--- src/aqbs_pkg.sv ---
`default_nettype none

package aqbs_pkg;

   localparam int QUADLET_W = 32;
   localparam int BYTE_W    = 8;
   localparam int NIB_W     = 4;
   localparam int RING_LEN  = 15;

   localparam logic [NIB_W-1:0] HIGH_NINE   = 4'h9;
   localparam logic [NIB_W-1:0] OFFSET_SAT  = 4'd15;

   typedef logic [BYTE_W-1:0] byte_type;
   typedef logic [NIB_W-1:0]  nib_type;

   // Run length for each low nibble of the run index
   function automatic nib_type run_len_f(input nib_type lo);
      nib_type r;
      case (lo)
         4'd0:    r = 4'd0;
         4'd1:    r = 4'd1;
         4'd2:    r = 4'd3;
         4'd3:    r = 4'd5;
         4'd4:    r = 4'd7;
         4'd5:    r = 4'd9;
         4'd6:    r = 4'd11;
         4'd7:    r = 4'd13;
         4'd8:    r = 4'd14;
         4'd9:    r = 4'd12;
         4'd10:   r = 4'd10;
         4'd11:   r = 4'd8;
         4'd12:   r = 4'd6;
         4'd13:   r = 4'd4;
         4'd14:   r = 4'd2;
         default: r = 4'd0;
      endcase
      return r;
   endfunction

   // Low salt nibble, indexed by position within the run
   function automatic nib_type low_nib_f(input nib_type i);
      nib_type r;
      case (i)
         4'd0:    r = 4'h8;
         4'd1:    r = 4'h7;
         4'd2:    r = 4'h9;
         4'd3:    r = 4'h6;
         4'd4:    r = 4'ha;
         4'd5:    r = 4'h5;
         4'd6:    r = 4'hb;
         4'd7:    r = 4'h4;
         4'd8:    r = 4'hc;
         4'd9:    r = 4'h3;
         4'd10:   r = 4'hd;
         4'd11:   r = 4'h2;
         4'd12:   r = 4'he;
         4'd13:   r = 4'h1;
         4'd14:   r = 4'hf;
         default: r = 4'h0;
      endcase
      return r;
   endfunction

   // High salt nibble ring
   function automatic nib_type high_ring_f(input nib_type i);
      nib_type r;
      case (i)
         4'd0:    r = 4'h0;
         4'd1:    r = 4'h6;
         4'd2:    r = 4'hf;
         4'd3:    r = 4'h8;
         4'd4:    r = 4'h7;
         4'd5:    r = 4'h5;
         4'd6:    r = 4'h3;
         4'd7:    r = 4'h4;
         4'd8:    r = 4'hc;
         4'd9:    r = 4'hd;
         4'd10:   r = 4'he;
         4'd11:   r = 4'h1;
         4'd12:   r = 4'h2;
         4'd13:   r = 4'hb;
         4'd14:   r = 4'ha;
         default: r = 4'h0;
      endcase
      return r;
   endfunction

   // Starting point in the ring for each high nibble of the run index
   function automatic nib_type high_start_f(input nib_type hi);
      nib_type r;
      case (hi)
         4'd0:    r = 4'd0;
         4'd1:    r = 4'd11;
         4'd2:    r = 4'd12;
         4'd3:    r = 4'd6;
         4'd4:    r = 4'd7;
         4'd5:    r = 4'd5;
         4'd6:    r = 4'd1;
         4'd7:    r = 4'd4;
         4'd8:    r = 4'd3;
         4'd9:    r = 4'd0;
         4'd10:   r = 4'd14;
         4'd11:   r = 4'd13;
         4'd12:   r = 4'd8;
         4'd13:   r = 4'd9;
         4'd14:   r = 4'd10;
         default: r = 4'd2;
      endcase
      return r;
   endfunction

   // Salt for a run index and an offset; zero past the end of the run
   function automatic byte_type salt_lookup_f(input byte_type idx, input nib_type off);
      nib_type            lo;
      nib_type            hi;
      nib_type            len;
      nib_type            hr;
      nib_type            lr_idx;
      logic [NIB_W:0]     ring_sum;
      byte_type           r;
      lo       = idx[NIB_W-1:0];
      hi       = idx[BYTE_W-1:NIB_W];
      len      = run_len_f(lo);
      ring_sum = {1'b0, high_start_f(hi)} + {1'b0, off};
      if (ring_sum >= (NIB_W+1)'(RING_LEN)) begin
         ring_sum = ring_sum - (NIB_W+1)'(RING_LEN);
      end
      if (hi == HIGH_NINE) begin
         hr = HIGH_NINE;
      end else begin
         hr = high_ring_f(ring_sum[NIB_W-1:0]);
      end
      // lr_idx is used only when off <= len, so the position stays within 0 to 14
      lr_idx = NIB_W'(RING_LEN - 1) + off - len;
      if (off > len) begin
         r = '0;
      end else begin
         r = {hr, low_nib_f(lr_idx)};
      end
      return r;
   endfunction

endpackage

`default_nettype wire

--- src/audio_quadlet_byte_scrambler.sv ---
// A result is registered and appears in the cycle after its input transaction is accepted.
// Throughput: 1 quadlet per cycle while rsp_ready holds; the salt update for the next quadlet is a
//    table lookup done in the same cycle as the accept.
// The input is ready whenever the result register is empty or being drained.
// Synchronous active-high reset clears salt, run state, direction and rsp_valid.
`default_nettype none

module audio_quadlet_byte_scrambler (
   input  wire logic                            clock,
   input  wire logic                            reset,
   input  wire logic                            csr_wr_en,
   input  wire logic                            csr_wr_data,
   input  wire logic                            req_valid,
   output      logic                            req_ready,
   input  wire logic [aqbs_pkg::QUADLET_W-1:0]  req_quadlet_in,
   input  wire logic                            req_frame_start,
   output      logic                            rsp_valid,
   input  wire logic                            rsp_ready,
   output      logic [aqbs_pkg::QUADLET_W-1:0]  rsp_quadlet_out
);
   import aqbs_pkg::*;

   logic                  direction_ff;
   byte_type              salt_ff, salt_in;
   byte_type              index_ff, index_in;
   nib_type               offset_ff, offset_in;
   logic                  valid_ff, valid_in;
   logic [QUADLET_W-1:0]  quad_ff, quad_in;

   byte_type              salt_cur;
   byte_type              index_cur;
   nib_type               offset_cur;
   byte_type              in_byte;
   byte_type              plain;
   byte_type              scrambled;
   byte_type              out_byte;
   logic                  accept;

   assign accept    = req_valid && req_ready;
   assign req_ready = !valid_ff || rsp_ready;

   // Clear the run on frame start, then scramble or unscramble the byte
   always_comb begin
      salt_cur   = req_frame_start ? '0 : salt_ff;
      index_cur  = req_frame_start ? '0 : index_ff;
      offset_cur = req_frame_start ? '0 : offset_ff;
      in_byte    = req_quadlet_in[15:8];
      if (!direction_ff) begin
         plain     = in_byte;
         scrambled = in_byte ^ salt_cur;
         out_byte  = scrambled;
      end else begin
         scrambled = in_byte;
         plain     = in_byte ^ salt_cur;
         out_byte  = plain;
      end
      // Restart the run on a nonzero plain byte
      if (plain != '0) begin
         index_in  = scrambled;
         offset_in = '0;
      end else begin
         index_in  = index_cur;
         offset_in = offset_cur;
      end
      // Advance the offset, holding at saturation
      if (offset_in != OFFSET_SAT) begin
         offset_in = offset_in + 1'b1;
      end
      salt_in = salt_lookup_f(index_in, offset_in);
      quad_in = {req_quadlet_in[31:16], out_byte, req_quadlet_in[7:0]};
      if (accept) begin
         valid_in = 1'b1;
      end else if (rsp_ready) begin
         valid_in = 1'b0;
      end else begin
         valid_in = valid_ff;
      end
   end

   // Hold run state and the result register
   always_ff @(posedge clock) begin
      if (reset) begin
         direction_ff <= 1'b0;
         salt_ff      <= '0;
         index_ff     <= '0;
         offset_ff    <= '0;
         valid_ff     <= 1'b0;
      end else begin
         if (csr_wr_en) begin
            direction_ff <= csr_wr_data;
         end
         if (accept) begin
            salt_ff   <= salt_in;
            index_ff  <= index_in;
            offset_ff <= offset_in;
         end
         valid_ff <= valid_in;
      end
   end

   always_ff @(posedge clock) begin
      if (accept) begin
         quad_ff <= quad_in;
      end
   end

   assign rsp_valid       = valid_ff;
   assign rsp_quadlet_out = quad_ff;

endmodule

`default_nettype wire

--- config.mk ---
export PLATFORM = sky130hd
export DESIGN_NAME = audio_quadlet_byte_scrambler
export DESIGN_NICKNAME = d
export VERILOG_FILES = /design/src/aqbs_pkg.sv /design/src/audio_quadlet_byte_scrambler.sv
export SDC_FILE = /design/constraint.sdc
export NUM_CORES = 1
export LEC_CHECK = 0
export ABC_AREA = 1
export BUFFER_PORTS_ARGS = -buffer_cell sky130_fd_sc_hd__buf_4
export CAP_MARGIN = 20
export CORE_MARGIN = 2
export CORE_UTILIZATION = 25
export CTS_BUF_LIST = sky130_fd_sc_hd__clkbuf_8
export CTS_CLUSTER_DIAMETER = 30
export CTS_CLUSTER_SIZE = 40
export DETAILED_ROUTE_END_ITERATION = 10
export PLACE_DENSITY_LB_ADDON = 0.3
export SYNTH_ARGS = -nofsm -noshare
export SYNTH_HDL_FRONTEND = slang
export SYNTH_SLANG_ARGS = --single-unit
--- constraint.sdc ---
create_clock -name clock -period 6.05 [get_ports clock]
set_input_delay 0.3025 -clock clock [delete_from_list [all_inputs] [get_ports clock]]
set_output_delay 0.3025 -clock clock [all_outputs]
set_load 0.01 [all_outputs]
==> flow_summary.toml <==
[outcome]
status = "completed"

[logic_synthesis]
syn_area_sq_um = 3625
ys_ff_latch = 54
synth_top_cell_by_area = "edfxtp_1"
yosys_warnings = 0
seq_area_frac_synth_pct = 38.66
synth_area_leaders = "edfxtp_1, dfxtp_1, nand2_1, ha_1, inv_1"
synth_cells = 461
synth_nets = 526
yosysUniqueCellTypes = 37
synth.top_cell.area_share_pct = 26.51
syn_avg_cell_area_sq_um = 7.863

[floorplan]
fp.coreArea_sq_um = 14370
die_width_microns = 124.4
die_y_microns = 124.4
ios = 73
die_area_sq_um = 15480
rows = 44
initial_core_util_pct = 25.23

[worst_setup_path]
path_common_cell = "nand2_1"
worstSetupEndpointType = "flop"
r2r_cells = 28
regToRegEndpoint = "salt_ff[7]$_SDFFE_PP0P_"
worst_setup_path_start_kind = "flop"
worstPathRequired_ns = 6.30
critical_path_class = "reg -> reg"
slowest_stage = "dfxtp_1"
rrSetupSlack_ns = 1.22
worstPathArrival_ns = 5.08
crit_buf_inv = 3
reg2reg_from = "direction_ff$_SDFFE_PP0P_"
critPathTopFamily = "simple AND/OR/NAND/NOR gates"
max_stage_delay_ns = 0.36
path_max_fanout = 17

[power_and_ir_drop]
power.density_nw_per_um2 = 337.2
swShare_pct = 40.84
p_switching_mw = 0.6138
power.total_mw = 1.503
power_frac_clock_pct = 18.9
p_seq_share_pct = 30.8
leakage_nw = 2.146
power.internal_mw = 0.8890
combPwrFrac_pct = 50.3
peakVddDrop_mv = 0.1021

[timing]
finalMaxSlewViolations = 0
relSlewSlack_pct = 63.60
finalSetupViolCount = 0
fin_setup_tns_ns = 0
worstMarginPinSlew_ns = 0.5403
skew_ns = 0.004599
fin_crit_sh_pct = 79.82
hold_viol_final = 0
fin_ws_ns = 1.221
fmax_mhz = 207.1
rsz0062_at_grt = "no"
finalCriticalPeriod_ns = 4.829

[drt]
routed_wirelength_mm = 8.622
vias = 3103
drc_errors = 0
post_drt_wl_per_cell_microns = 12.08
drt-initial-drc-count = 225
drtAntennaViolNets = 0
dr.pass1.iters = 5
via_per_inst = 4.346

[clocking]
numCtsBuffers = 5
cts_resized = 0
clk_latency_ns = 0.31
post_cts_buffers = 0
clockBufferDepth = 2
h-tree-depth = 2
cts_root_buffer = "clkbuf_8"
ctsHoldBuffers = 0
tritoncts = "done"
cts_sinks = 54
clk_pin_slew_ns = 0.10

[grt]
grt_pass1_wl_mm = 14.69
grt_max_degree = 36
grt_pass1_vias = 2998
antenna_found_initial = 0
track_usage_pct = 11.43
overflow = 0

[cells_and_area]
drive_gt1_share_pct = 23.77
most-common-layout-cells = "nand2_1, buf_4, inv_1, nand3_1, nor2_1"
area_growth_syn_to_layout_pct = 22.95
final_util_pct = 31.02
diodes = 0
final_nets = 594
final_common_cell = "nand2_1"

[place]
dp_worst_setup_slack_ns = 1.181
io_buffers = 72
place_congestion = 0.8720
hpwl_mm = 6.901

[min_path]
hold_depth = 1
min_from = "req_quadlet_in[18]"
hold_end = "rsp_quadlet_out[18]$_DFFE_PP_"
min_path_type = "in -> reg"

[job]
maxCapViolCount = 0
cell families (layout without fill, tap and decap cells):
logic type	after synthesis	in the layout	synth area share [%]
AOI/OAI and AO/OA	63	63	9.872
xor gates and xnor gates	6	6	1.657
adders and majority gates	26	26	9.182
buffers and inverters	89	158	10.46
DFF	54	54	38.66
and+or+nand+nor	223	223	30.17
how the worst max path moves through the flow:
stage / start / endpoint / slack [ns] / depth (start not counted)
after global placement: req_frame_start / salt_ff[7]$_SDFFE_PP0P_ / 1.37 / 33
after floorplan: req_frame_start / salt_ff[7]$_SDFFE_PP0P_ / 1.76 / 35
after global routing: direction_ff$_SDFFE_PP0P_ / salt_ff[6]$_SDFFE_PP0P_ / 0.78 / 26
final: direction_ff$_SDFFE_PP0P_ / salt_ff[7]$_SDFFE_PP0P_ / 1.22 / 28
after detailed placement: req_frame_start / salt_ff[6]$_SDFFE_PP0P_ / 1.18 / 31
after CTS: direction_ff$_SDFFE_PP0P_ / salt_ff[7]$_SDFFE_PP0P_ / 1.26 / 28
routing by layer:
metal / track usage [%] / wire length (microns)
met2: 19.03 / 3968
met1: 14.70 / 4018
met4: 3.833 / 161
met3: 2.448 / 474
met5: 0 / 0
synth_stat cells, drive strengths merged:
cell type and n:
nand2 125, inv 75, nand3 46, nor2 36, edfxtp 32, o21ai 32, ha 25, a21oi 22
dfxtp 22, clkbuf 8, nand4 8, buf 5, nand3b 5, xnor2 5, a211oi 3, o211ai 2
o21bai 2, or2 2, a32oi 1, clkinv 1, fa 1, nor3b 1, o31ai 1, xor2 1
per-stage QoR:
step           hold WS, ns  std cells  area [sq um]
4_1_cts             0.1494        714          4457
2_1_floorplan       0.4014        461          3625
5_1_grt             0.1331        714          4457
3_5_place_dp        0.4791        706          4324
3_3_place_gp        0.4777        706          4324
6_report            0.1615        714          4457
sequential cells by signal, indices dropped and copies added, names as in the netlist:
| signal | flops |
|---|---|
| index_ff | 8 |
| direction_ff | 1 |
| rsp_quadlet_out | 32 |
| rsp_valid | 1 |
| offset_ff | 4 |
| salt_ff | 8 |
worst register-to-register path: cells and delay by family (launching register included):
kind	cells	cell delay [ns]
adders and majority gates	5	1.49
buffers and inverters	3	0.51
and+or+nand+nor	17	1.96
AOI/OAI and AO/OA	3	0.45
DFF	1	0.36
power groups by stage:
stage               sequential [mW]  combinational [mW]  clock [mW]
finish                        0.463               0.757       0.284
global route                  0.468               0.869       0.310
CTS                           0.464               0.760       0.291
detailed placement            0.472               0.757           0
global placement              0.471               0.747           0
floorplan                     0.472               0.582           0
cell type report:
| cell class | instances | area (sq um) |
|---|---|---|
| Clock buffer | 5 | 68.82 |
| Clock inverter | 3 | 63.81 |
| Fill cell | 1528 | 9912 |
| Inverter | 76 | 292.8 |
| Multi-Input combinational cell | 318 | 1844 |
| Sequential cell | 54 | 1401 |
| Tap cell | 184 | 230.2 |
| Timing Repair Buffer | 74 | 555.5 |
(Power assumes the default switching activity.)
